==> src/rtl/xxh64_word_stream_hash_defines.svh <==
// Assertion macros for the XXH64 word stream hash.
// Depends on nothing; taken in by the top level before its module header.
`ifndef XXH64_WORD_STREAM_HASH_DEFINES_SVH
`define XXH64_WORD_STREAM_HASH_DEFINES_SVH

// Same-cycle implication, disabled while reset is asserted
`define XXH_ASSERT_NOW(lbl, clk, rst_n, ante, cons, msg) \
	lbl: assert property (@(posedge clk) disable iff (!rst_n) (ante) |-> (cons)) \
		else $error(msg);

// Next-cycle implication, disabled while reset is asserted
`define XXH_ASSERT_NEXT(lbl, clk, rst_n, ante, cons, msg) \
	lbl: assert property (@(posedge clk) disable iff (!rst_n) (ante) |=> (cons)) \
		else $error(msg);

`endif

==> src/rtl/xxh_pkg.sv <==
// Shared types, constants and the microcode table of the XXH64 word stream hash.
// Depends on nothing; the top level, the multiplier and the sequencer import it.
`timescale 1ns / 1ps

package xxh_pkg;

	localparam logic [63:0] P1 = 64'd11400714785074694791;
	localparam logic [63:0] P2 = 64'd14029467366897019727;
	localparam logic [63:0] P3 = 64'd1609587929392839161;
	localparam logic [63:0] P4 = 64'd9650029242287828579;
	localparam logic [63:0] P12 = P1 + P2;

	localparam logic [63:0] SEED_RESET = 64'd4190307;
	localparam int unsigned MAX_WORDS_DEF = 512;

	// Datapath operation of one microcode step
	typedef enum logic [3:0] {
		OP_NOP,
		OP_MUL,
		OP_X_ADD_LANE,
		OP_LANE_WR,
		OP_H_CLR,
		OP_H_CONV,
		OP_H_XOR_X,
		OP_H_X_P4,
		OP_H_ADD_LEN,
		OP_H_XS33,
		OP_H_X_XS29,
		OP_H_X_XS32,
		OP_EMIT,
		OP_EMIT_ERR
	} dp_op_t;

	typedef enum logic [2:0] {
		A_WORD,
		A_ROT31_X,
		A_LANE,
		A_H,
		A_ROT27_H
	} a_sel_t;

	typedef enum logic [1:0] {
		B_P1,
		B_P2,
		B_P3
	} b_sel_t;

	typedef enum logic [1:0] {
		K_HOLD,
		K_INC,
		K_CLR
	} k_op_t;

	typedef enum logic [2:0] {
		J_NEXT,
		J_ALWAYS,
		J_K_NE3,
		J_NOT_LAST,
		J_TAIL_ZERO,
		J_K_NE_TAIL_END,
		J_DISPATCH
	} jcond_t;

	typedef enum logic [2:0] {
		MPH_IDLE,
		MPH_LL,
		MPH_LH,
		MPH_HL,
		MPH_SUM,
		MPH_DONE
	} mul_ph_t;

	typedef logic [4:0] upc_t;

	typedef struct packed {
		dp_op_t op;
		a_sel_t a_sel;
		b_sel_t b_sel;
		k_op_t  k_op;
		jcond_t jc;
		upc_t   target;
	} ucode_t;

	// Sequencer to datapath
	typedef struct packed {
		ucode_t     uw;
		logic [1:0] k;
		logic       fire;
		logic       mul_start;
		logic       idle;
	} ctrl_t;

	// Datapath to sequencer
	typedef struct packed {
		logic       in_acc;
		logic       stripe;
		logic       beat_last;
		logic       err;
		logic       msg_last;
		logic [1:0] tail;
		logic       mul_done;
		logic       out_free;
	} stat_t;

	localparam upc_t UPC_IDLE     = 5'd0;
	localparam upc_t UPC_ST_MIX   = 5'd1;
	localparam upc_t UPC_ST_ADD   = 5'd2;
	localparam upc_t UPC_ST_ROT   = 5'd3;
	localparam upc_t UPC_ST_WR    = 5'd4;
	localparam upc_t UPC_FIN      = 5'd5;
	localparam upc_t UPC_CONV     = 5'd6;
	localparam upc_t UPC_MRG_MIX  = 5'd7;
	localparam upc_t UPC_MRG_ROT  = 5'd8;
	localparam upc_t UPC_MRG_XOR  = 5'd9;
	localparam upc_t UPC_MRG_MUL  = 5'd10;
	localparam upc_t UPC_MRG_ADD  = 5'd11;
	localparam upc_t UPC_LEN      = 5'd12;
	localparam upc_t UPC_TL_MIX   = 5'd13;
	localparam upc_t UPC_TL_ROT   = 5'd14;
	localparam upc_t UPC_TL_XOR   = 5'd15;
	localparam upc_t UPC_TL_MUL   = 5'd16;
	localparam upc_t UPC_TL_ADD   = 5'd17;
	localparam upc_t UPC_AV_XS33  = 5'd18;
	localparam upc_t UPC_AV_MUL2  = 5'd19;
	localparam upc_t UPC_AV_XS29  = 5'd20;
	localparam upc_t UPC_AV_MUL3  = 5'd21;
	localparam upc_t UPC_AV_XS32  = 5'd22;
	localparam upc_t UPC_EMIT     = 5'd23;
	localparam upc_t UPC_ERR      = 5'd24;

	function automatic logic [63:0] rotl64(input logic [63:0] x, input logic [5:0] r);
		return (x << r) | (x >> (7'd64 - {1'b0, r}));
	endfunction

	// Control store: one word per step
	function automatic ucode_t ucode_rom(input upc_t pc);
		ucode_t w;
		case (pc)
			UPC_IDLE:    w = '{OP_NOP,        A_H,       B_P1, K_CLR,  J_DISPATCH,      UPC_IDLE};
			UPC_ST_MIX:  w = '{OP_MUL,        A_WORD,    B_P2, K_HOLD, J_NEXT,          UPC_IDLE};
			UPC_ST_ADD:  w = '{OP_X_ADD_LANE, A_H,       B_P1, K_HOLD, J_NEXT,          UPC_IDLE};
			UPC_ST_ROT:  w = '{OP_MUL,        A_ROT31_X, B_P1, K_HOLD, J_NEXT,          UPC_IDLE};
			UPC_ST_WR:   w = '{OP_LANE_WR,    A_H,       B_P1, K_INC,  J_K_NE3,         UPC_ST_MIX};
			UPC_FIN:     w = '{OP_H_CLR,      A_H,       B_P1, K_CLR,  J_NOT_LAST,      UPC_IDLE};
			UPC_CONV:    w = '{OP_H_CONV,     A_H,       B_P1, K_INC,  J_K_NE3,         UPC_CONV};
			UPC_MRG_MIX: w = '{OP_MUL,        A_LANE,    B_P2, K_HOLD, J_NEXT,          UPC_IDLE};
			UPC_MRG_ROT: w = '{OP_MUL,        A_ROT31_X, B_P1, K_HOLD, J_NEXT,          UPC_IDLE};
			UPC_MRG_XOR: w = '{OP_H_XOR_X,    A_H,       B_P1, K_HOLD, J_NEXT,          UPC_IDLE};
			UPC_MRG_MUL: w = '{OP_MUL,        A_H,       B_P1, K_HOLD, J_NEXT,          UPC_IDLE};
			UPC_MRG_ADD: w = '{OP_H_X_P4,     A_H,       B_P1, K_INC,  J_K_NE3,         UPC_MRG_MIX};
			UPC_LEN:     w = '{OP_H_ADD_LEN,  A_H,       B_P1, K_CLR,  J_TAIL_ZERO,     UPC_AV_XS33};
			UPC_TL_MIX:  w = '{OP_MUL,        A_WORD,    B_P2, K_HOLD, J_NEXT,          UPC_IDLE};
			UPC_TL_ROT:  w = '{OP_MUL,        A_ROT31_X, B_P1, K_HOLD, J_NEXT,          UPC_IDLE};
			UPC_TL_XOR:  w = '{OP_H_XOR_X,    A_H,       B_P1, K_HOLD, J_NEXT,          UPC_IDLE};
			UPC_TL_MUL:  w = '{OP_MUL,        A_ROT27_H, B_P1, K_HOLD, J_NEXT,          UPC_IDLE};
			UPC_TL_ADD:  w = '{OP_H_X_P4,     A_H,       B_P1, K_INC,  J_K_NE_TAIL_END, UPC_TL_MIX};
			UPC_AV_XS33: w = '{OP_H_XS33,     A_H,       B_P1, K_HOLD, J_NEXT,          UPC_IDLE};
			UPC_AV_MUL2: w = '{OP_MUL,        A_H,       B_P2, K_HOLD, J_NEXT,          UPC_IDLE};
			UPC_AV_XS29: w = '{OP_H_X_XS29,   A_H,       B_P1, K_HOLD, J_NEXT,          UPC_IDLE};
			UPC_AV_MUL3: w = '{OP_MUL,        A_H,       B_P3, K_HOLD, J_NEXT,          UPC_IDLE};
			UPC_AV_XS32: w = '{OP_H_X_XS32,   A_H,       B_P1, K_HOLD, J_NEXT,          UPC_IDLE};
			UPC_EMIT:    w = '{OP_EMIT,       A_H,       B_P1, K_HOLD, J_ALWAYS,        UPC_IDLE};
			UPC_ERR:     w = '{OP_EMIT_ERR,   A_H,       B_P1, K_HOLD, J_ALWAYS,        UPC_IDLE};
			default:     w = '{OP_NOP,        A_H,       B_P1, K_CLR,  J_ALWAYS,        UPC_IDLE};
		endcase
		return w;
	endfunction

endpackage

==> src/rtl/xxh_mul.sv <==
// Iterative 64x64 low-half multiplier built on one 32x32 multiplier.
// Depends on xxh_pkg for the phase type.
`timescale 1ns / 1ps

module xxh_mul import xxh_pkg::*; (
	input  logic        clk,
	input  logic        arst_n,
	input  logic        start,
	input  logic [63:0] a,
	input  logic [63:0] b,
	output logic        done,
	output logic [63:0] p
);

	mul_ph_t     ph_q, ph_nxt;
	logic [63:0] a_q, b_q;
	logic [63:0] prod_q, acc_q;
	logic [31:0] op_a, op_b;

	always_ff @(posedge clk or negedge arst_n) begin
		if (!arst_n) begin
			ph_q <= MPH_IDLE;
		end else begin
			ph_q <= ph_nxt;
		end
	end

	always_comb begin
		ph_nxt = ph_q;
		case (ph_q)
			MPH_IDLE: if (start) ph_nxt = MPH_LL;
			MPH_LL:   ph_nxt = MPH_LH;
			MPH_LH:   ph_nxt = MPH_HL;
			MPH_HL:   ph_nxt = MPH_SUM;
			MPH_SUM:  ph_nxt = MPH_DONE;
			MPH_DONE: ph_nxt = MPH_IDLE;
			default:  ph_nxt = MPH_IDLE;
		endcase
	end

	// Cross products only feed the upper half, so keep their low 32 bits
	assign op_a = (ph_q == MPH_HL) ? a_q[63:32] : a_q[31:0];
	assign op_b = (ph_q == MPH_LH) ? b_q[63:32] : b_q[31:0];

	always_ff @(posedge clk) begin
		if (ph_q == MPH_IDLE && start) begin
			a_q <= a;
			b_q <= b;
		end
		prod_q <= 64'(op_a) * 64'(op_b);
		case (ph_q)
			MPH_LH:  acc_q <= prod_q;
			MPH_HL:  acc_q <= acc_q + {prod_q[31:0], 32'd0};
			MPH_SUM: acc_q <= acc_q + {prod_q[31:0], 32'd0};
			default: acc_q <= acc_q;
		endcase
	end

	assign done = (ph_q == MPH_DONE);
	assign p    = acc_q;

endmodule

==> config.mk <==
export PLATFORM = sky130hd
export DESIGN_NAME = xxh_mul
export DESIGN_NICKNAME = d
export VERILOG_FILES = /design/src/rtl/xxh64_word_stream_hash_defines.svh /design/src/rtl/xxh_pkg.sv /design/src/rtl/xxh_mul.sv
export SDC_FILE = /design/constraint.sdc
export NUM_CORES = 2
export LEC_CHECK = 0
export BUFFER_PORTS_ARGS = -buffer_cell sky130_fd_sc_hd__buf_2
export CAP_MARGIN = 20
export CELL_PAD_IN_SITES_DETAIL_PLACEMENT = 1
export CELL_PAD_IN_SITES_GLOBAL_PLACEMENT = 1
export CORE_MARGIN = 8
export CORE_UTILIZATION = 40
export DETAILED_ROUTE_END_ITERATION = 10
export HOLD_SLACK_MARGIN = 0.1
export PLACE_DENSITY = 0.81
export SYNTH_ARGS = -nofsm -noshare
export SYNTH_HDL_FRONTEND = slang
export SYNTH_SLANG_ARGS = --single-unit
==> constraint.sdc <==
create_clock -name clk -period 14.25 [get_ports clk]
set_input_delay 0.7125 -clock clk [delete_from_list [all_inputs] [get_ports clk]]
set_output_delay 0.7125 -clock clk [all_outputs]
set_load 0.02 [all_outputs]
# After elaboration in Yosys (flattened, before gate mapping)
# Index checks and enable logic that the tools add are counted.
[classes] n_addsub=1 n_mul=1 n_div=0 magnitude_cmp=0 n_eq_ne=6 shifts=0 n_mux=5 bitwise_logic=0 n_reduce_logical=4
[ops] cell="case mux 64 bit (2 select lines)" n=1
[ops] cell="adder 64 bit" n=1
[ops] cell="multiplier 32 x 32 -> 64 bit" n=1
[ops] cell="2-to-1 mux 32 bit" n=2
[ops] cell="case mux 3 bit (5 select lines)" n=1
[ops] cell="equality test 3 x 2 -> 1 bit (second input constant)" n=2
[ops] cell="equality test 3 bit (second input constant)" n=2
[ops] cell="equality test 3 x 1 -> 1 bit (second input constant)" n=1
[ops] cell="logical NOT 3 bit" n=1
[ops] cell="2-to-1 mux 3 bit" n=1
[ops] cell="inequality test 2 bit (second input constant)" n=1
[ops] cell="nonzero test 2 bit" n=1
[ops] cell="OR reduction 2 bit" n=1
[ops] cell="logical AND 1 bit" n=1
[word_totals] register_bits=259 latch_bits=0 mem_bits_rw=0 mem_bits_ro=0 inputBits=131 out_inout_bits=65 word_cells=22 n_memories=0

# Longest topological paths before layout
[depth] depth_word=3 ltp_mapped=36 depth_no_buf=30

# Least setup slack after synthesis
# Ideal clock, no wire load.
[synth_timing] path_type="reg-to-reg" start="reg ph_q[1]" end="reg a_q[0] (enable)" setup_ns=0.973 arrival_time_ns=13.722 required_time_ns=13.277 path_slack_ns=-0.445 stages_incl_launch_ff=3 n_path_buf=1 period_less_slack_ns=14.695 cell_sequence="dfrtp_1 clkbuf_1 nor4b_1"
[synth_via] elab_chain_cells=2
[synth_rtl] element="start: declaration" line="xxh_mul.sv:15" rtl="mul_ph_t ph_q, ph_nxt;"
[synth_rtl] element="start signal: assignment" line="xxh_mul.sv:24" rtl="ph_q <= ph_nxt;"
[synth_rtl] element="logical NOT 3 bit" line="xxh_mul.sv:46" rtl="if (ph_q == MPH_IDLE && start) begin"
[synth_rtl] element="logical AND 1 bit" line="xxh_mul.sv:46"
[synth_rtl] element="end signal: assignment" line="xxh_mul.sv:47" rtl="a_q <= a;"
[synth_rtl] element="end: declaration" line="xxh_mul.sv:16" rtl="logic [63:0] a_q, b_q;"
# Every way passes these cells.
# A chain may end at the register's enable or synchronous reset.

# Worst setup path after layout
[layout_timing] start="reg ph_q[2]" end="reg prod_q[63]"
[layout_via] elab_chain_cells=3 word_cells_on_any_way=5 classes_between="1 x mul; 2 x eq/ne; 2 x mux"
[layout_rtl] element="equality test 3 x 2 -> 1 bit (on tied branches)" line="xxh_mul.sv:42, xxh_mul.sv:43"
[layout_rtl] element="2-to-1 mux 32 bit (on tied branches)" line="xxh_mul.sv:42, xxh_mul.sv:43"
[layout_rtl] element="multiplier 32 x 32 -> 64 bit *" line="xxh_mul.sv:50" rtl="prod_q <= 64'(op_a) * 64'(op_b);"
[layout_rtl] element="end signal: assignment" line="xxh_mul.sv:50"
[layout_rtl] element="end: declaration" line="xxh_mul.sv:17" rtl="logic [63:0] prod_q, acc_q;"
# Mark *: on every way between the ends. The rest lies on a longest branch, timed or not.

==> flow_summary.json <==
{
  "fin_ws_ns": 3.949,
  "drc": 0,
  "ys_warn_count": 0,
  "cts.sinks": 259,
  "synth-edff-count": 192,
  "worstMarginPinSlew_ns": 1.179,
  "syn_nets": 5694,
  "synth.top_cell.area_share": 0.4243,
  "arrival_ns": 10.83,
  "syn_inst": 4372,
  "rsz0062_at_grt": "no",
  "die_area_um2": 116500,
  "place.gp.congestion": 0.9618,
  "wirelength_um": 158100,
  "cts_setup_buffers": 0,
  "clock_path_buffers": 3,
  "grt_max_degree": 95,
  "yosys-top-cells-area": "fa_1 42%, edfxtp_1 14%, ha_1 8.7%, inv_1 7.8%, nor2_1 5.6%",
  "grt_overflow": 0,
  "core-area_um2": 105100,
  "via_count": 33140,
  "netlist_area_um2": 42330,
  "slew_viol_final": 0,
  "path_clk_slew_ns": 0.07,
  "place_hpwl_um": 122900,
  "die_x_um": 341.3,
  "fin_crit_ns": 10.30,
  "hold_viol": 0,
  "yosysSeqAreaShare": 0.1683,
  "ys_types": 78,
  "yosysMostFrequentCell": "fa_1",
  "antenna_found_initial": 9,
  "ctsResizeCount": 0,
  "period_share": 0.7229,
  "synth_top_flop_cell": "edfxtp_1",
  "finalSetupTns_ns": 0,
  "yosysTopAreaCell": "fa_1",
  "fp-row-count": 119,
  "finalSetupViolCount": 0,
  "track_usage": 0.2679,
  "ys_top_cells_by_count": "897 x fa_1, 876 x inv_1, 628 x nor2_1, 543 x nand2_1, 294 x ha_1",
  "required_ns": 14.77,
  "postCtsHoldBufs": 1,
  "cts_tree": "done",
  "start_util": 0.4027,
  "worstSetupPathType": "reg2reg",
  "end_kind": "flip-flop",
  "maxCapViolations": 0,
  "ys_ff_latch": 259,
  "fmax_mhz": 97.08,
  "die_h_um": 341.3,
  "port_buffers": 195,
  "dp_slack_ns": 4.140,
  "synth.avg_cell_area_um2": 9.681,
  "relSlewSlack": 0.2143,
  "setup.worst_path.start_class": "flip-flop",
  "finalNonFillerCells": 5892,
  "vias_per_cell": 5.624,
  "dr.pass1.iters": 5,
  "cts-root-buf": "clkbuf_16",
  "ios": 196,
  "final_nets": 5791,
  "synthArstFlopShare": 0.01158,
  "ant_nets": 0,
  "clk_latency_ns": 0.64,
  "grt_pass1_wl_um": 234800,
  "cp_max_fo": 57,
  "drive_gt1_frac": 0.09947,
  "drtIter0Drc": 2570,
  "syn2layout_area_growth_pct": 8.641,
  "htree_num_levels": 1,
  "dpl.cell_count": 5826,
  "numCtsBuffers": 31,
  "hp-class": "in2reg",
  "wl_per_cell_um": 26.84,
  "status": "finished clean",
  "first_global_vias": 37970,
  "ff2ff_setup_slack_ns": 3.95,
  "fin_skew_ns": 0.04768
}
stage by stage:
stage,hold WS (ns),area [um2],utilization
after global routing,0.2343,45970,0.4373
after global placement,0.4816,44970,0.4278
after floorplan,0.4169,42330,-
final,0.2483,45980,0.4375
after detailed placement,0.4995,44970,0.4278
after CTS,0.2243,45970,0.4373
path summary, 6_finish.rpt:
check	startpoint	end	depth (start not counted)
min in group asynchronous	arst_n	ph_q[2]	2
setup reg to reg	ph_q[2]	prod_q[63]	27
hold / removal	b[6]	b_q[6]	1
max in group asynchronous	arst_n	ph_q[1]	2
hold reg to reg	prod_q[59]	p[59]	2
setup / recovery	ph_q[2]	prod_q[63]	27
sequential cells by signal (all words and copies together) (netlist names):
name and cells:
p 64, prod_q 64, a_q 64, b_q 64, ph_q 3
layout make-up:
| cell class | count | area (um2) |
|---|---|---|
| Antenna cell | 7 | 17.52 |
| Tap cell | 1391 | 1740 |
| Inverter | 877 | 3292 |
| Fill cell | 11990 | 59130 |
| Clock buffer | 39 | 835.8 |
| Sequential cell | 259 | 7122 |
| Timing Repair Buffer | 260 | 1479 |
| Clock inverter | 19 | 148.9 |
| Multi-Input combinational cell | 3040 | 31350 |
per-layer routing:
metal  share of wire  wire (um)  track usage  vias up
li1                -          -            -    13490
met1            0.34      53600       0.2940    17110
met2            0.48      76220       0.4496     1762
met3           0.087      13760      0.06273      773
met4           0.092      14480       0.2038        7
met5         0.00049         77            0        -
worst max-delay path: stages (launching register included):
cell	delay (ns)
dfrtp_1	0.51
nand3b_1	0.16
buf_4	0.65
buf_4	0.72
mux2i_1	0.43
buf_4	0.36
nor2_1	0.12
fa_1	0.50
fa_1	0.63
inv_1	0.11
fa_1	0.47
fa_1	0.54
inv_1	0.07
fa_1	0.69
fa_1	0.49
fa_1	0.56
inv_1	0.07
fa_1	0.48
inv_1	0.04
ha_1	0.38
and2_0	0.32
nand4_1	0.25
a2111oi_4	0.48
o21ai_2	0.17
a21oi_2	0.24
o2111ai_2	0.15
a311oi_2	0.31
xnor2_1	0.16
placed cells by master, fill, tap and decap left out, drive strengths merged, types with 11 or more instances in the layout:
| cell type | count |
|---|---|
| fa | 897 |
| inv | 883 |
| nor2 | 628 |
| nand2 | 544 |
| ha | 294 |
| buf | 259 |
| edfxtp | 192 |
| a21oi | 110 |
| mux2 | 64 |
| dfxtp | 64 |
| mux2i | 62 |
| o21ai | 59 |
| xnor2 | 51 |
| and3 | 40 |
| clkbuf | 39 |
| a21o | 36 |
| xor2 | 35 |
| nand3 | 29 |
| o21bai | 24 |
| and2 | 19 |
| nor3 | 18 |
| nand4 | 15 |
| a211oi | 14 |
| o21a | 11 |
| clkinv | 11 |
cell families (layout without fill, tap and decap cells):
logic type / after synthesis / in the layout / synth area share
other: 0 / 7 / 0
adders and majority gates: 1191 / 1191 / 0.5112
and+or+nand+nor: 1322 / 1322 / 0.1253
AOI/OAI and AO/OA: 315 / 315 / 0.04948
xor gates and xnor gates: 86 / 86 / 0.01780
buffers and inverters: 1073 / 1195 / 0.09634
muxes: 126 / 126 / 0.03169
DFF: 259 / 259 / 0.1683
Power is not shown: default switching activity piles up to over one toggle a cycle in this logic, so the estimate is an artifact.
