### config.mk
export PLATFORM = sky130hd
export DESIGN_NAME = xxh_seq
export DESIGN_NICKNAME = d
export VERILOG_FILES = /design/src/rtl/xxh64_word_stream_hash_defines.svh /design/src/rtl/xxh_pkg.sv /design/src/rtl/xxh_seq.sv
export SDC_FILE = /design/constraint.sdc
export NUM_CORES = 1
export LEC_CHECK = 0
export BUFFER_PORTS_ARGS = -buffer_cell sky130_fd_sc_hd__clkbuf_2
export CAP_MARGIN = 20
export CORE_MARGIN = 2
export CORE_UTILIZATION = 57
export CTS_CLUSTER_DIAMETER = 80
export DETAILED_ROUTE_END_ITERATION = 8
export PLACE_DENSITY = 0.92
export SLEW_MARGIN = 20
export SYNTH_ARGS = -nofsm -noshare
export SYNTH_HDL_FRONTEND = slang
export SYNTH_SLANG_ARGS = --single-unit
### constraint.sdc
create_clock -name clk -period 7.9 [get_ports clk]
set_clock_uncertainty 0.2 [all_clocks]
set_input_delay 0 -clock clk [delete_from_list [all_inputs] [get_ports clk]]
set_output_delay 0 -clock clk [all_outputs]
set_load 0.05 [all_outputs]
### src/rtl/xxh64_word_stream_hash_defines.svh
// Assertion macros for the XXH64 word stream hash.
// Depends on nothing; taken in by the top level before its module header.
`ifndef XXH64_WORD_STREAM_HASH_DEFINES_SVH
`define XXH64_WORD_STREAM_HASH_DEFINES_SVH

// Same-cycle implication, disabled while reset is asserted
`define XXH_ASSERT_NOW(lbl, clk, rst_n, ante, cons, msg) \
	lbl: assert property (@(posedge clk) disable iff (!rst_n) (ante) |-> (cons)) \
		else $error(msg);

// Next-cycle implication, disabled while reset is asserted
`define XXH_ASSERT_NEXT(lbl, clk, rst_n, ante, cons, msg) \
	lbl: assert property (@(posedge clk) disable iff (!rst_n) (ante) |=> (cons)) \
		else $error(msg);

`endif

### src/rtl/xxh_pkg.sv
// Shared types, constants and the microcode table of the XXH64 word stream hash.
// Depends on nothing; the top level, the multiplier and the sequencer import it.
`timescale 1ns / 1ps

package xxh_pkg;

	localparam logic [63:0] P1 = 64'd11400714785074694791;
	localparam logic [63:0] P2 = 64'd14029467366897019727;
	localparam logic [63:0] P3 = 64'd1609587929392839161;
	localparam logic [63:0] P4 = 64'd9650029242287828579;
	localparam logic [63:0] P12 = P1 + P2;

	localparam logic [63:0] SEED_RESET = 64'd4190307;
	localparam int unsigned MAX_WORDS_DEF = 512;

	// Datapath operation of one microcode step
	typedef enum logic [3:0] {
		OP_NOP,
		OP_MUL,
		OP_X_ADD_LANE,
		OP_LANE_WR,
		OP_H_CLR,
		OP_H_CONV,
		OP_H_XOR_X,
		OP_H_X_P4,
		OP_H_ADD_LEN,
		OP_H_XS33,
		OP_H_X_XS29,
		OP_H_X_XS32,
		OP_EMIT,
		OP_EMIT_ERR
	} dp_op_t;

	typedef enum logic [2:0] {
		A_WORD,
		A_ROT31_X,
		A_LANE,
		A_H,
		A_ROT27_H
	} a_sel_t;

	typedef enum logic [1:0] {
		B_P1,
		B_P2,
		B_P3
	} b_sel_t;

	typedef enum logic [1:0] {
		K_HOLD,
		K_INC,
		K_CLR
	} k_op_t;

	typedef enum logic [2:0] {
		J_NEXT,
		J_ALWAYS,
		J_K_NE3,
		J_NOT_LAST,
		J_TAIL_ZERO,
		J_K_NE_TAIL_END,
		J_DISPATCH
	} jcond_t;

	typedef enum logic [2:0] {
		MPH_IDLE,
		MPH_LL,
		MPH_LH,
		MPH_HL,
		MPH_SUM,
		MPH_DONE
	} mul_ph_t;

	typedef logic [4:0] upc_t;

	typedef struct packed {
		dp_op_t op;
		a_sel_t a_sel;
		b_sel_t b_sel;
		k_op_t  k_op;
		jcond_t jc;
		upc_t   target;
	} ucode_t;

	// Sequencer to datapath
	typedef struct packed {
		ucode_t     uw;
		logic [1:0] k;
		logic       fire;
		logic       mul_start;
		logic       idle;
	} ctrl_t;

	// Datapath to sequencer
	typedef struct packed {
		logic       in_acc;
		logic       stripe;
		logic       beat_last;
		logic       err;
		logic       msg_last;
		logic [1:0] tail;
		logic       mul_done;
		logic       out_free;
	} stat_t;

	localparam upc_t UPC_IDLE     = 5'd0;
	localparam upc_t UPC_ST_MIX   = 5'd1;
	localparam upc_t UPC_ST_ADD   = 5'd2;
	localparam upc_t UPC_ST_ROT   = 5'd3;
	localparam upc_t UPC_ST_WR    = 5'd4;
	localparam upc_t UPC_FIN      = 5'd5;
	localparam upc_t UPC_CONV     = 5'd6;
	localparam upc_t UPC_MRG_MIX  = 5'd7;
	localparam upc_t UPC_MRG_ROT  = 5'd8;
	localparam upc_t UPC_MRG_XOR  = 5'd9;
	localparam upc_t UPC_MRG_MUL  = 5'd10;
	localparam upc_t UPC_MRG_ADD  = 5'd11;
	localparam upc_t UPC_LEN      = 5'd12;
	localparam upc_t UPC_TL_MIX   = 5'd13;
	localparam upc_t UPC_TL_ROT   = 5'd14;
	localparam upc_t UPC_TL_XOR   = 5'd15;
	localparam upc_t UPC_TL_MUL   = 5'd16;
	localparam upc_t UPC_TL_ADD   = 5'd17;
	localparam upc_t UPC_AV_XS33  = 5'd18;
	localparam upc_t UPC_AV_MUL2  = 5'd19;
	localparam upc_t UPC_AV_XS29  = 5'd20;
	localparam upc_t UPC_AV_MUL3  = 5'd21;
	localparam upc_t UPC_AV_XS32  = 5'd22;
	localparam upc_t UPC_EMIT     = 5'd23;
	localparam upc_t UPC_ERR      = 5'd24;

	function automatic logic [63:0] rotl64(input logic [63:0] x, input logic [5:0] r);
		return (x << r) | (x >> (7'd64 - {1'b0, r}));
	endfunction

	// Control store: one word per step
	function automatic ucode_t ucode_rom(input upc_t pc);
		ucode_t w;
		case (pc)
			UPC_IDLE:    w = '{OP_NOP,        A_H,       B_P1, K_CLR,  J_DISPATCH,      UPC_IDLE};
			UPC_ST_MIX:  w = '{OP_MUL,        A_WORD,    B_P2, K_HOLD, J_NEXT,          UPC_IDLE};
			UPC_ST_ADD:  w = '{OP_X_ADD_LANE, A_H,       B_P1, K_HOLD, J_NEXT,          UPC_IDLE};
			UPC_ST_ROT:  w = '{OP_MUL,        A_ROT31_X, B_P1, K_HOLD, J_NEXT,          UPC_IDLE};
			UPC_ST_WR:   w = '{OP_LANE_WR,    A_H,       B_P1, K_INC,  J_K_NE3,         UPC_ST_MIX};
			UPC_FIN:     w = '{OP_H_CLR,      A_H,       B_P1, K_CLR,  J_NOT_LAST,      UPC_IDLE};
			UPC_CONV:    w = '{OP_H_CONV,     A_H,       B_P1, K_INC,  J_K_NE3,         UPC_CONV};
			UPC_MRG_MIX: w = '{OP_MUL,        A_LANE,    B_P2, K_HOLD, J_NEXT,          UPC_IDLE};
			UPC_MRG_ROT: w = '{OP_MUL,        A_ROT31_X, B_P1, K_HOLD, J_NEXT,          UPC_IDLE};
			UPC_MRG_XOR: w = '{OP_H_XOR_X,    A_H,       B_P1, K_HOLD, J_NEXT,          UPC_IDLE};
			UPC_MRG_MUL: w = '{OP_MUL,        A_H,       B_P1, K_HOLD, J_NEXT,          UPC_IDLE};
			UPC_MRG_ADD: w = '{OP_H_X_P4,     A_H,       B_P1, K_INC,  J_K_NE3,         UPC_MRG_MIX};
			UPC_LEN:     w = '{OP_H_ADD_LEN,  A_H,       B_P1, K_CLR,  J_TAIL_ZERO,     UPC_AV_XS33};
			UPC_TL_MIX:  w = '{OP_MUL,        A_WORD,    B_P2, K_HOLD, J_NEXT,          UPC_IDLE};
			UPC_TL_ROT:  w = '{OP_MUL,        A_ROT31_X, B_P1, K_HOLD, J_NEXT,          UPC_IDLE};
			UPC_TL_XOR:  w = '{OP_H_XOR_X,    A_H,       B_P1, K_HOLD, J_NEXT,          UPC_IDLE};
			UPC_TL_MUL:  w = '{OP_MUL,        A_ROT27_H, B_P1, K_HOLD, J_NEXT,          UPC_IDLE};
			UPC_TL_ADD:  w = '{OP_H_X_P4,     A_H,       B_P1, K_INC,  J_K_NE_TAIL_END, UPC_TL_MIX};
			UPC_AV_XS33: w = '{OP_H_XS33,     A_H,       B_P1, K_HOLD, J_NEXT,          UPC_IDLE};
			UPC_AV_MUL2: w = '{OP_MUL,        A_H,       B_P2, K_HOLD, J_NEXT,          UPC_IDLE};
			UPC_AV_XS29: w = '{OP_H_X_XS29,   A_H,       B_P1, K_HOLD, J_NEXT,          UPC_IDLE};
			UPC_AV_MUL3: w = '{OP_MUL,        A_H,       B_P3, K_HOLD, J_NEXT,          UPC_IDLE};
			UPC_AV_XS32: w = '{OP_H_X_XS32,   A_H,       B_P1, K_HOLD, J_NEXT,          UPC_IDLE};
			UPC_EMIT:    w = '{OP_EMIT,       A_H,       B_P1, K_HOLD, J_ALWAYS,        UPC_IDLE};
			UPC_ERR:     w = '{OP_EMIT_ERR,   A_H,       B_P1, K_HOLD, J_ALWAYS,        UPC_IDLE};
			default:     w = '{OP_NOP,        A_H,       B_P1, K_CLR,  J_ALWAYS,        UPC_IDLE};
		endcase
		return w;
	endfunction

endpackage

### src/rtl/xxh_seq.sv
// Microcode sequencer: step counter, control store lookup, lane index and jumps.
// Depends on xxh_pkg for the control word, status and control structs.
`timescale 1ns / 1ps

module xxh_seq import xxh_pkg::*; (
	input  logic  clk,
	input  logic  arst_n,
	input  stat_t stat,
	output ctrl_t ctrl
);

	upc_t       upc_q, upc_nxt, dispatch;
	logic [1:0] k_q, k_nxt;
	logic       issued_q;
	ucode_t     uw;
	logic       fire, taken, mul_start;

	assign uw = ucode_rom(upc_q);

	always_comb begin
		fire = 1'b1;
		if (uw.jc == J_DISPATCH) begin
			fire = stat.in_acc;
		end else begin
			case (uw.op)
				OP_MUL:      fire = stat.mul_done;
				OP_EMIT:     fire = stat.out_free;
				OP_EMIT_ERR: fire = stat.out_free;
				default:     fire = 1'b1;
			endcase
		end
	end

	always_comb begin
		case (uw.jc)
			J_ALWAYS:        taken = 1'b1;
			J_K_NE3:         taken = (k_q != 2'd3);
			J_NOT_LAST:      taken = !stat.msg_last;
			J_TAIL_ZERO:     taken = (stat.tail == 2'd0);
			J_K_NE_TAIL_END: taken = (2'(k_q + 2'd1) != stat.tail);
			default:         taken = 1'b0;
		endcase
	end

	// Entry point chosen by the word just taken
	always_comb begin
		if (stat.stripe) begin
			dispatch = UPC_ST_MIX;
		end else if (stat.beat_last) begin
			dispatch = stat.err ? UPC_ERR : UPC_FIN;
		end else begin
			dispatch = UPC_IDLE;
		end
	end

	always_comb begin
		upc_nxt = upc_q;
		k_nxt   = k_q;
		if (fire) begin
			if (uw.jc == J_DISPATCH) begin
				upc_nxt = dispatch;
			end else if (taken) begin
				upc_nxt = uw.target;
			end else begin
				upc_nxt = 5'(upc_q + 5'd1);
			end
			case (uw.k_op)
				K_INC:   k_nxt = 2'(k_q + 2'd1);
				K_CLR:   k_nxt = 2'd0;
				default: k_nxt = k_q;
			endcase
		end
	end

	assign mul_start = (uw.op == OP_MUL) && !issued_q;

	always_ff @(posedge clk or negedge arst_n) begin
		if (!arst_n) begin
			upc_q    <= UPC_IDLE;
			k_q      <= 2'd0;
			issued_q <= 1'b0;
		end else begin
			upc_q    <= upc_nxt;
			k_q      <= k_nxt;
			issued_q <= fire ? 1'b0 : (issued_q | mul_start);
		end
	end

	assign ctrl.uw        = uw;
	assign ctrl.k         = k_q;
	assign ctrl.fire      = fire;
	assign ctrl.mul_start = mul_start;
	assign ctrl.idle      = (upc_q == UPC_IDLE);

endmodule
# == Word level (Yosys, flattened, before mapping) ==
# Memories as Yosys holds them, arrays and structs flattened.
# Index checks and enable logic that the tools add are counted.
# classes
n_eq_ne,13
muxes,10
n_reduce_logical,8
addsub,2
n_bitwise,1
# ops
operator,count
two-way mux 5 bit,5
== test 3 bit (second input constant),3
== test 4 bit (second input constant),2
== test 3 x 2 -> 1 bit (second input constant),2
adder 5 x 1 -> 5 bit (second input constant),1
zero test 5 bit,1
one-hot mux 1 bit (5 select lines),1
== test 4 x 1 -> 1 bit (second input constant),1
one-hot mux 2 bit (2 select lines),1
== test 3 x 1 -> 1 bit (second input constant),1
adder 2 x 1 -> 2 bit (second input constant),1
== test 2 x 1 -> 1 bit (second input constant),1
== test 2 bit (second input constant),1
zero test 1 bit,2
zero test 2 bit,1
two-way mux 1 bit,2
inequality test 2 bit,1
inequality test 2 bit (second input constant),1
one-hot mux 1 bit (2 select lines),1
AND reduction 2 bit,1
nonzero test 2 bit,1
OR reduction 2 bit,1
logical AND 1 bit,1
bitwise OR 1 bit,1
# totals
mem_count,1
word_cells,38
regBits,8
romBits,608
# mem_list
memory,depth,width,rd,rd_ports_with_merged_regs,write_ports,line_no,text
(name not given),32,19,1,0,0,xxh_pkg.sv:138,case (pc)

# == Longest topological paths before layout ==
# Gate-level depths: netlist of the first run.
# An unclocked memory read counts as a cell.
# logic_depth
depth_word,6
ltp_mapped,11
ltp_nobuf,9

# == Least setup slack after synthesis of the first run ==
# Ideal clock, no wire load.
# synth_timing
path_kind,register to register
from,reg upc_q[0]
to,reg k_q[0]
period_less_slack_ns,3.612
path_stages_with_launch,10
setup_slack_ns,4.288
t_required_ns,7.575
arrival_ns,3.287
cell_sequence,dfrtp_1 -> ha_1 -> clkbuf_1 -> nor2b_1 -> a21oi_1 -> o31ai_1 -> nand3b_2 -> o311a_4 -> nor2b_4 -> mux2_4
# synth_rtl
element,line_no,text
from (decl),xxh_seq.sv:12,"upc_t upc_q, upc_nxt, dispatch;"
from (signal assigned),xxh_seq.sv:83,upc_q <= upc_nxt;
to (signal assigned),xxh_seq.sv:84,k_q <= k_nxt;
to (decl),xxh_seq.sv:13,"logic [1:0] k_q, k_nxt;"

# == Worst setup path in the final report of the first run ==
# layout_timing
from,reg upc_q[2]
to,reg upc_q[2]
# layout_between
elab_chain_cells,5
# layout_rtl
element,line_no,text
memory read (32 x 19 bit),-,
"== test 3 bit, or another cell as far along",xxh_seq.sv:35,case (uw.jc)
one-hot mux 1 bit (5 select lines) / OR reduction 2 bit (equally long branches),-,
two-way mux 5 bit / one-hot mux 1 bit (2 select lines) (equally long branches),"xxh_seq.sv:62, xxh_seq.sv:25",
two-way mux 5 bit / two-way mux 1 bit (equally long branches),"xxh_seq.sv:60, xxh_seq.sv:22",
# Parallel ways exist; a longest one is shown, timed or not.
# A chain may end at the register's enable or synchronous reset.

==> Implementation_results.wiki, run 1 <==
{| class="wikitable"
! Metric !! Value
|-
| Count of maximum capacitance violations || 0
|-
| Post-Synthesis Cells || 166
|-
| Proportion of register bits with asynchronous set or reset after synthesis || between 90% and 100%
|-
| Resized cells post-CTS || 0
|-
| WP data required || 7.83 ns
|-
| Root buffer cell || clkbuf_4
|-
| DRC violation count after routing || 0
|-
| CTS clk-pin slew, worst paths || about 0.060 ns
|-
| Post-detailed-routing wire length || approximately 3600 um
|-
| First-pass GRT wire length || about 5700 um
|-
| Endpoint of the worst hold path || upc_q[4]
|-
| Max transition margin || between 20% and 30%
|-
| Detail-routed net length per standard cell || 16.7 um
|-
| Number of port buffers || 34
|-
| Sequential fraction of the synthesis area || 15.3%
|-
| Count of antenna diodes in the layout || 0
|-
| Register-to-Register Path Depth || 8
|-
| Share of the clock period used by the worst path after layout || 47.2%
|-
| Total number of H-tree levels || 1
|-
| TritonCTS clock tree || done
|-
| 1st-iter DRT viols || 67
|-
| Post-CTS repair timing setup buffer count || 0
|-
| Most common cell after layout, fill and taps aside || clkbuf_2
|-
| Layout cells sized above 1 || 27.4%
|-
| Core Area || between 0.002 and 0.0025 mm^2
|-
| Warnings, synthesis || 0
|-
| Startpoint type of the worst setup path || flop
|-
| Row cnt || 17
|-
| HPWL reported at the end of detailed placement || 2700 um
|-
| Total CTS buffers || 3
|-
| Result of the run || finished, final reports clean
|-
| Critical-path cell list || inv_1 > a21oi_1 > o31ai_1 > nand3b_2 > o311a_4 > nand4_1 > dlygate4sd3_1 > o221ai_1
|-
| Library cell contributing the largest single delay on the critical path || dfrtp_1
|-
| Area growth syn-to-layout || 12.5%
|-
| Area of the die || 0.00270 mm^2
|-
| Quantity of hold-fixing buffers added after cts || 4
|-
| Net count of the finished layout || between 200 and 250
|-
| Cell area after layout || 0.00148 mm^2
|-
| Die Ht || ~52 um
|-
| Boundary pin count || 35
|-
| Gr ovfl total || 0
|-
| Via count of the first global-routing pass || 1232
|-
| Number of clock sinks || 8
|-
| Number of enable-type register cells in the synthesized netlist || 0
|-
| Number of different library cells in the post-synthesis netlist || 52
|-
| Final-report hold violation count || 0
|-
| Total track usage || 28.2%
|-
| Capture point of the worst reg-to-reg path || upc_q[2]
|-
| Worst-Margin Slew || 1.12 ns
|-
| Post-route minimum period || 3.73 ns
|-
| Filler Cells Inserted || ~190
|-
| Post-detailed-route via-to-cell ratio || around 6.4
|-
| Tightest Hold Check Type || primary input to flop
|-
| Synthesized cell area || 0.00131 mm^2
|-
| Crit-path max FO || 35
|-
| Number of detailed-routing iterations run before antenna repair || 4
|-
| Initial antenna violation count || 0
|-
| Setup slack of the most critical reg-to-reg path || 4.17 ns
|-
| Critical path endpoint category || flop
|-
| Routed vias || about 1400
|-
| Clock latency at the later pin of the worst-skew pair || 0.26 ns
|-
| Max Clock Freq || 0.268 GHz
|-
| Reg-to-reg critical path startpoint || upc_q[2]
|-
| Critical path start-end classification || flop to flop
|-
| Maximum clock path buffer count || 2
|-
| Instance area after placement || 0.00141 mm^2
|-
| Number of instances on the worst hold path || 4
|-
| Register bit count reported by yosys || 8
|-
| Largest net degree at the start of global routing || 36
|-
| Most frequently used flop master after synthesis || dfrtp_1
|-
| Number of antenna-violating nets in the routed design || 0
|-
| Crit path arrival time || roughly 3.7 ns
|-
| Width of the die || 52.0 um
|-
| Post-synthesis net count || around 190
|-
| Avg Cell Area, Syn || 7.91 um^2
|-
| Initial cell density of the core || 59.9%
|-
| Worst hold path startpoint || stat[5]
|-
| Routability Congestion || 0.934
|-
| Worst stage delay on the critical path || roughly 1.1 ns
|-
| Setup tns final || 0 ns
|-
| RSZ-0062 raised after global routing || no
|-
| Final slew viol count || 0
|-
| Final setup violation count || 0
|-
| Commonest cells after routing, fill and taps aside || clkbuf_2, nor2_1, inv_1, o21ai_0, a21oi_1
|}
==> Yosys cell counts (all sizes together), types with 2 or more instances <==
master	n	area (um^2)
or2	2	12.5
buf	13	88.8
xor2	3	26.3
nor2	13	48.8
o31ai	4	30.0
a21oi	10	50.1
nand2	7	26.3
o221ai	3	26.3
mux2	4	52.6
nor3	6	35.0
o21ai	11	58.8
dfrtp	8	200
nor2b	5	38.8
mux2i	9	93.8
nand4	2	12.5
xnor2	2	17.5
nand2b	3	18.8
nand3	7	35.0
o21a	2	15.0
a211oi	4	35.0
o22ai	3	18.8
a22oi	2	15.0
a31oi	3	18.8
inv	11	41.3
ha	9	113
a22o	2	17.5
clkbuf	4	15.0
==> worst max path at each step <==
| stage | slack, ns | startpoint | endpoint | depth (start not counted) |
|---|---|---|---|---|
| 2_1_floorplan | 4.29 | upc_q[0] | k_q[0] | 9 |
| 3_3_place_gp | 4.69 | upc_q[2] | k_q[1] | 7 |
| 3_5_place_dp | 4.57 | upc_q[2] | k_q[0] | 7 |
| 4_1_cts | 4.23 | upc_q[2] | upc_q[2] | 8 |
| 5_1_grt | 3.96 | upc_q[2] | upc_q[2] | 8 |
| 6_report | 4.17 | upc_q[2] | upc_q[2] | 8 |
==> cell families after synthesis <==
| logic type | count (synthesis) | synth area share (%) |
|---|---|---|
| AOI/OAI and AO/OA | 52 | 28.2 |
| and+or+nand+nor | 50 | 20.7 |
| buffers and inverters | 28 | 11.1 |
| muxes | 14 | 12.9 |
| adders and majority gates | 9 | 8.58 |
| DFF | 8 | 15.3 |
| xor gates and xnor gates | 5 | 3.34 |
==> final cells by class <==
type                    instances  area [um^2]  share of cell area (%)
well taps                      28         35.0                    2.37
flip-flops and latches          8          200                    13.6
multi-input cells             130          967                    65.5
repair buffers                 38          210                    14.2
clock buffers                   3         22.5                    1.53
inverters                      11         41.3                    2.80
==> per-stage QoR <==
step / std cells / utilization (%) / hold slack (ns) / setup slack [ns]
after floorplan: 166 / - / -0.496 / 4.29
after global placement: 211 / 64.5 / -0.346 / 4.69
after detailed placement: 211 / 64.5 / -0.338 / 4.57
after CTS: 218 / 67.4 / 0.00300 / 4.23
after global routing: 218 / 67.4 / 0.0513 / 3.96
final: 218 / 67.4 / 0.0212 / 4.17
==> sequential cells by signal, summed over array words and instances, names as in the netlist <==
name	count
upc_q	5
k_q	2
issued_q	1
==> layer usage <==
layer  vias up  wire (um)  GRT usage [%]
met1       657       1510           36.1
li1        653          -              -
met5         -          0              0
met4         0         91           11.8
met3        10        250           2.59
met2        68       1790           48.1
==> worst max-delay path: cells and delay by family (launching register included) <==
family / cells / cell delay (ns)
and+or+nand+nor: 2 / 0.43
buffers and inverters: 2 / 0.94
DFF: 1 / 1.08
AOI/OAI and AO/OA: 4 / 0.94
Power of run 1 is left out: the tool's default activity adds up to more than one toggle a clock period on the data nets, which glitch-free logic cannot reach.
==> run 2, diff against run 1 <==
--- a/config.mk
+++ b/config.mk
@@ -8,10 +8,10 @@
 export BUFFER_PORTS_ARGS = -buffer_cell sky130_fd_sc_hd__clkbuf_2
 export CAP_MARGIN = 20
 export CORE_MARGIN = 2
-export CORE_UTILIZATION = 57
+export CORE_UTILIZATION = 48
 export CTS_CLUSTER_DIAMETER = 80
 export DETAILED_ROUTE_END_ITERATION = 8
-export PLACE_DENSITY = 0.92
+export PLACE_DENSITY = 0.83
 export SLEW_MARGIN = 20
 export SYNTH_ARGS = -nofsm -noshare
 export SYNTH_HDL_FRONTEND = slang
==> constraint.sdc (replaced) <==
create_clock -name clk -period 3 [get_ports clk]
set_clock_uncertainty 0.2 [all_clocks]
set_input_delay 0 -clock clk [delete_from_list [all_inputs] [get_ports clk]]
set_output_delay 0 -clock clk [all_outputs]
set_load 0.05 [all_outputs]
==> Implementation_results.wiki, run 2 (synthesis gave the netlist of run 1 again) <==
{| class="wikitable"
! Metric !! Value
|-
| Root buffer cell || clkbuf_4 (unchanged)
|-
| Share of the clock period used by the worst path after layout || 96.7%
|-
| Capture point of the worst reg-to-reg path || upc_q[2] (unchanged)
|-
| Number of instances on the worst hold path || 3 (was 4)
|-
| Die Ht || 56.3 um (was 52.0 um)
|-
| Final-report hold violation count || 0 (unchanged)
|-
| Number of clock sinks || 8 (unchanged)
|-
| Filler Cells Inserted || 215 (was 188)
|-
| Reg-to-reg critical path startpoint || upc_q[0] (was upc_q[2])
|-
| Largest register by flop count || upc_q (unchanged)
|-
| Layout cells sized above 1 || 38.3% (was 27.4%)
|-
| Number of port buffers || 34 (unchanged)
|-
| Max transition margin || 63.3% (was 25.4%)
|-
| Critical path start-end classification || flop to output pin (was flop to flop)
|-
| Most common cell after layout, fill and taps aside || clkbuf_2 (unchanged)
|-
| Hold_ws || 0.00595 ns (was 0.0212 ns)
|-
| Row cnt || 18 (was 17)
|-
| Initial cell density of the core || 51.6% (was 59.9%)
|-
| RSZ-0062 raised after global routing || no (unchanged)
|-
| Via count of the first global-routing pass || 1383 (was 1232)
|-
| Max FFs per register || 5 (unchanged)
|-
| Width of the die || 56.3 um (was 52.0 um)
|-
| Register-to-Register Path Depth || 10 (was 8)
|-
| Final slew viol count || 0 (unchanged)
|-
| Total CTS buffers || 3 (unchanged)
|-
| Area growth syn-to-layout || 27.5% (was 12.5%)
|-
| Post-detailed-routing wire length || 4160 um (was 3640 um)
|-
| Routability Congestion || 0.977 (was 0.934)
|-
| Final standard cell count with taps included and fillers excluded || 239 (was 218)
|-
| Setup tns final || 0 ns (unchanged)
|-
| Global routing usage on met3 || 5.30% (was 2.59%)
|-
| Number of antenna-violating nets in the routed design || 0 (unchanged)
|-
| Placed cell count || 230 (was 211)
|-
| First-pass GRT wire length || 6720 um (was 5710 um)
|-
| Worst hold path startpoint || stat[1] (was stat[5])
|-
| DRC violation count after routing || 0 (unchanged)
|-
| Footprint of the multi-input gates || 0.00101 mm^2 (was 967 um^2)
|-
| Count of maximum capacitance violations || 0 (unchanged)
|-
| Boundary pin count || 35 (unchanged)
|-
| Post-detailed-route via-to-cell ratio || 6.38 (was 6.37)
|-
| Met1 layer usage reported by global route || 34.8% (was 36.1%)
|-
| Crit path arrival time || 2.70 ns (was 3.65 ns)
|-
| Library cell contributing the largest single delay on the critical path || mux4_2 (was dfrtp_1)
|-
| Total number of H-tree levels || 1 (unchanged)
|-
| Setup slack of the most critical reg-to-reg path || 0.16 ns (was 4.17 ns)
|-
| 1st-iter DRT viols || 81 (was 67)
|-
| Endpoint of the worst hold path || upc_q[1] (was upc_q[4])
|-
| Net count of the finished layout || 231 (was 212)
|-
| Post-route minimum period || 2.90 ns
|-
| Worst-Margin Slew || 0.547 ns (was 1.12 ns)
|-
| Total track usage || 26.4% (was 28.2%)
|-
| Count of antenna diodes in the layout || 0 (unchanged)
|-
| Detail-routed net length per standard cell || 17.4 um (was 16.7 um)
|-
| Tightest Hold Check Type || primary input to flop (unchanged)
|-
| Routed vias || 1524 (was 1388)
|-
| Number of detailed-routing iterations run before antenna repair || 4 (unchanged)
|-
| Critical-path cell list || inv_4 > ha_1 > mux4_2 > mux2_2 > nand4b_1 > o311a_4 > buf_4 > buf_2 (was inv_1 > a21oi_1 > o31ai_1 > nand3b_2 > o311a_4 > nand4_1 > dlygate4sd3_1 > o221ai_1)
|-
| Initial antenna violation count || 0 (unchanged)
|-
| Critical path endpoint category || output pin (was flop)
|-
| Worst stage delay on the critical path || 0.49 ns (was 1.08 ns)
|-
| Startpoint type of the worst setup path || flop (unchanged)
|-
| Result of the run || finished, final reports clean (unchanged)
|-
| CTS clk-pin slew, worst paths || 0.06 ns (about the same)
|-
| Area of the die || 0.00317 mm^2 (was 0.00270 mm^2)
|-
| Most heavily used metal layer in global routing || met2 (unchanged)
|-
| WP data required || 2.80 ns (was 7.83 ns)
|-
| Max Clock Freq || 0.345 GHz
|-
| HPWL reported at the end of detailed placement || 3260 um (was 2700 um)
|-
| Regs by FF count || upc_q (5), k_q (2), issued_q (1) (unchanged)
|-
| Core Area || 0.00254 mm^2 (was 0.00219 mm^2)
|-
| Clock latency at the later pin of the worst-skew pair || 0.26 ns (about the same)
|-
| Largest net degree at the start of global routing || 20 (was 36)
|-
| Sequential cell area in the final layout || 203 um^2 (was 200 um^2)
|-
| Final setup violation count || 0 (unchanged)
|-
| Gr ovfl total || 0 (unchanged)
|-
| Crit-path max FO || 9 (was 35)
|-
| M2 GR Usage || 44.0% (was 48.1%)
|-
| Commonest cells after routing, fill and taps aside || clkbuf_2, buf_4, nor2_1 (was clkbuf_2, nor2_1, inv_1, o21ai_0, a21oi_1)
|-
| TritonCTS clock tree || done (unchanged)
|-
| Maximum clock path buffer count || 2 (unchanged)
|}
==> run 2: what timing repair did <==
action | in CTS | in global routing
endpoints found under the setup margin | 4 | 5
hold endpoints to repair | 9 | 0
pin swaps | 0 | 1
setup buffers | 0 | 1
hold buffers | 5 | 0
resized for setup | 1 | 7
==> run 2: how the worst max path moves through the flow <==
stage          cells after the start  slack [ns]  endpoint     start
2_1_floorplan                      9        0.02    k_q[0]  upc_q[0]
3_3_place_gp                      10        0.11  upc_q[4]  upc_q[0]
3_5_place_dp                      10       0.005  upc_q[4]  upc_q[0]
4_1_cts                            9      0.0003   ctrl[2]  upc_q[0]
5_1_grt                            8        0.01   ctrl[2]  upc_q[0]
6_report                           8         0.1   ctrl[2]  upc_q[0]
==> run 2: critical path, delay by kind of cell (launching register included) <==
family,cells,cell delay (ns)
fa+ha+maj,1,0.28
compound gates,1,0.19
simple gates,1,0.21
buf+inv,3,0.49
mux,2,0.79
flops,1,0.47
==> run 2: stage by stage <==
stage / util [%] / setup slack [ns] / area (um^2)
2_1_floorplan: - / 0.0246 / 1350
3_3_place_gp: 62.1 / 0.108 / 1580
3_5_place_dp: 62.1 / 0.00535 / 1580
4_1_cts: 65.0 / 0.000335 / 1650
5_1_grt: 65.7 / 0.0135 / 1670
6_report: 65.7 / 0.0985 / 1670
==> run 2: area by class of cell <==
type	count	share of cell area (%)
Clock buffer	3	1.35
Timing Repair Buffer	57	21.2
Multi-Input combinational cell	130	60.4
Tap cell	30	2.24
Sequential cell	8	12.1
Inverter	11	2.62
==> run 2: routing by layer <==
layer	share of wire, %	vias to the layer above
li1	-	693
met1	40	722
met2	48	94
met3	9.1	15
met4	2.2	0
met5	0	-
Power of run 2 is left out for the same reason.
==> run 3, diff against run 2 <==
--- a/config.mk
+++ b/config.mk
@@ -8,10 +8,10 @@
 export BUFFER_PORTS_ARGS = -buffer_cell sky130_fd_sc_hd__clkbuf_2
 export CAP_MARGIN = 20
 export CORE_MARGIN = 2
-export CORE_UTILIZATION = 48
+export CORE_UTILIZATION = 57
 export CTS_CLUSTER_DIAMETER = 80
 export DETAILED_ROUTE_END_ITERATION = 8
-export PLACE_DENSITY = 0.83
+export PLACE_DENSITY = 0.92
 export SLEW_MARGIN = 20
 export SYNTH_ARGS = -nofsm -noshare
 export SYNTH_HDL_FRONTEND = slang
==> constraint.sdc (replaced) <==
create_clock -name clk -period 3.4 [get_ports clk]
set_clock_uncertainty 0.2 [all_clocks]
set_input_delay 0 -clock clk [delete_from_list [all_inputs] [get_ports clk]]
set_output_delay 0 -clock clk [all_outputs]
set_load 0.05 [all_outputs]
==> Implementation_results.wiki, run 3 (synthesis gave the netlist of run 1 again) <==
{| class="wikitable"
! Metric !! Value
|-
| Number of port buffers || 34 (unchanged)
|-
| Number of detailed-routing iterations run before antenna repair || 4 (unchanged)
|-
| Routability Congestion || 0.971 (was 0.977)
|-
| Hold_ws || 0.0484 ns (was 0.00595 ns)
|-
| Initial antenna violation count || 0 (unchanged)
|-
| Final slew viol count || 0 (unchanged)
|-
| Crit path arrival time || 3.15 ns (was 2.70 ns)
|-
| Tightest Hold Check Type || primary input to flop (unchanged)
|-
| Critical path endpoint category || flop (was output pin)
|-
| First-pass GRT wire length || 6070 um (was 6720 um)
|-
| Final design utilization || 71.4% (was 65.7%)
|-
| Regs by FF count || upc_q (5), k_q (2), issued_q (1) (unchanged)
|-
| Number of instances on the worst hold path || 3 (unchanged)
|-
| Worst hold path startpoint || stat[1] (unchanged)
|-
| Die Ht || 52.0 um (was 56.3 um)
|-
| Share of the clock period used by the worst path after layout || 95.6%
|-
| Maximum clock path buffer count || 2 (unchanged)
|-
| TritonCTS clock tree || done (unchanged)
|-
| Core Area || 0.00219 mm^2 (was 0.00254 mm^2)
|-
| Critical path start-end classification || flop to flop (was flop to output pin)
|-
| Crit-path max FO || 14 (was 9)
|-
| Most common cell after layout, fill and taps aside || clkbuf_2 (unchanged)
|-
| Library cell contributing the largest single delay on the critical path || dlygate4sd3_1 (was mux4_2)
|-
| Final setup violation count || 0 (unchanged)
|-
| Post-detailed-routing wire length || 3920 um (was 4160 um)
|-
| Number of clock sinks || 8 (unchanged)
|-
| CTS clk-pin slew, worst paths || 0.05 ns (was 0.06 ns)
|-
| DRC violation count after routing || 0 (unchanged)
|-
| Layout cells sized above 1 || 33.7% (was 38.3%)
|-
| Count of maximum capacitance violations || 0 (unchanged)
|-
| Result of the run || finished, final reports clean (unchanged)
|-
| Post-route minimum period || 3.25 ns
|-
| Register-to-Register Path Depth || 10 (unchanged)
|-
| Net count of the finished layout || 221 (was 231)
|-
| Width of the die || 52.0 um (was 56.3 um)
|-
| Max transition margin || 59.6% (was 63.3%)
|-
| Boundary pin count || 35 (unchanged)
|-
| WP data required || 3.30 ns (was 2.80 ns)
|-
| Commonest cells after routing, fill and taps aside || clkbuf_2, nor2_1, a21oi_1 (was clkbuf_2, buf_4, nor2_1)
|-
| Routed vias || 1480 (was 1524)
|-
| Max FFs per register || 5 (unchanged)
|-
| Number of antenna-violating nets in the routed design || 0 (unchanged)
|-
| Critical-path cell list || inv_2 > ha_2 > nor2_1 > a211oi_1 > o31ai_1 > nand3b_2 > o311a_4 > nand4_1 > dlygate4sd3_1 > o221ai_1 (was inv_4 > ha_1 > mux4_2 > mux2_2 > nand4b_1 > o311a_4 > buf_4 > buf_2)
|-
| RSZ-0062 raised after global routing || no (unchanged)
|-
| HPWL reported at the end of detailed placement || 2860 um (was 3260 um)
|-
| Worst-Margin Slew || 0.601 ns (was 0.547 ns)
|-
| Setup tns final || 0 ns (unchanged)
|-
| 1st-iter DRT viols || 57 (was 81)
|-
| Root buffer cell || clkbuf_4 (unchanged)
|-
| Max Clock Freq || 0.308 GHz
|-
| Initial cell density of the core || 59.9% (was 51.6%)
|-
| Capture point of the worst reg-to-reg path || upc_q[2] (unchanged)
|-
| Endpoint of the worst hold path || issued_q (was upc_q[1])
|-
| Worst stage delay on the critical path || 0.57 ns (was 0.49 ns)
|-
| Area of the die || 0.00270 mm^2 (was 0.00317 mm^2)
|-
| Largest register by flop count || upc_q (unchanged)
|-
| Detail-routed net length per standard cell || 17.3 um (was 17.4 um)
|-
| Reg-to-reg critical path startpoint || upc_q[0] (unchanged)
|-
| Clock latency at the later pin of the worst-skew pair || 0.25 ns (was 0.26 ns)
|-
| Setup crit start || upc_q[0] (unchanged)
|-
| Largest net degree at the start of global routing || 20 (unchanged)
|-
| Count of antenna diodes in the layout || 0 (unchanged)
|-
| Total number of H-tree levels || 1 (unchanged)
|-
| Setup slack of the most critical reg-to-reg path || 0.15 ns (was 0.16 ns)
|-
| Final-report hold violation count || 0 (unchanged)
|-
| Row cnt || 17 (was 18)
|-
| Via count of the first global-routing pass || 1301 (was 1383)
|-
| Area growth syn-to-layout || 19.3% (was 27.5%)
|-
| Gr ovfl total || 0 (unchanged)
|-
| Total track usage || 29.8% (was 26.4%)
|-
| Post-detailed-route via-to-cell ratio || 6.52 (was 6.38)
|-
| Startpoint type of the worst setup path || flop (unchanged)
|-
| Total CTS buffers || 3 (unchanged)
|}
-- run 3: cell type report --
class | instances | area (um^2)
Multi-Input combinational cell | 130 | 986
Fill cell | 179 | 626
Inverter | 11 | 41.3
Clock buffer | 3 | 22.5
Tap cell | 28 | 35.0
Sequential cell | 8 | 203
Timing Repair Buffer | 47 | 278
-- run 3: layer usage --
layer  track usage (%)  wire length [um]  vias up
li1                  -                 -      677
met1              39.8              1500      696
met2              47.7              1960       95
met3              7.18               366       12
met4              7.89                87        0
met5                 0                 0        -
-- run 3: per-stage QoR --
step	cell area [um^2]	cells	worst slack (ns)
5_1_grt	1570	227	0.0328
2_1_floorplan	1320	166	0.159
6_report	1570	227	0.151
3_3_place_gp	1470	218	0.412
4_1_cts	1530	225	0.0627
3_5_place_dp	1470	218	0.218
-- run 3: worst max path at each step --
stage / end / slack (ns) / cells after the start
after detailed placement: upc_q[4] / 0.22 / 9
after floorplan: upc_q[0] / 0.16 / 10
final: upc_q[2] / 0.15 / 10
after CTS: upc_q[2] / 0.06 / 10
after global routing: upc_q[2] / 0.03 / 10
after global placement: upc_q[4] / 0.41 / 9
-- run 3: worst max-delay path: cells and delay by family, from the launching register on --
kind                     cells  cell delay [ns]
buffers and inverters        2             0.73
AND/OR/NAND/NOR              3             0.43
flip-flops                   1             0.43
AO/OA/AOI/OAI                4             0.97
adder cells (fa/ha/maj)      1             0.35
-- run 3: repair_timing --
action,4_1_cts,5_1_grt
setup endpoints to repair,0,4
hold endpoints to repair,9,0
buffers inserted,0,2
resized for setup,0,6
hold buffers,4,0
Power of run 3 is left out for the same reason.
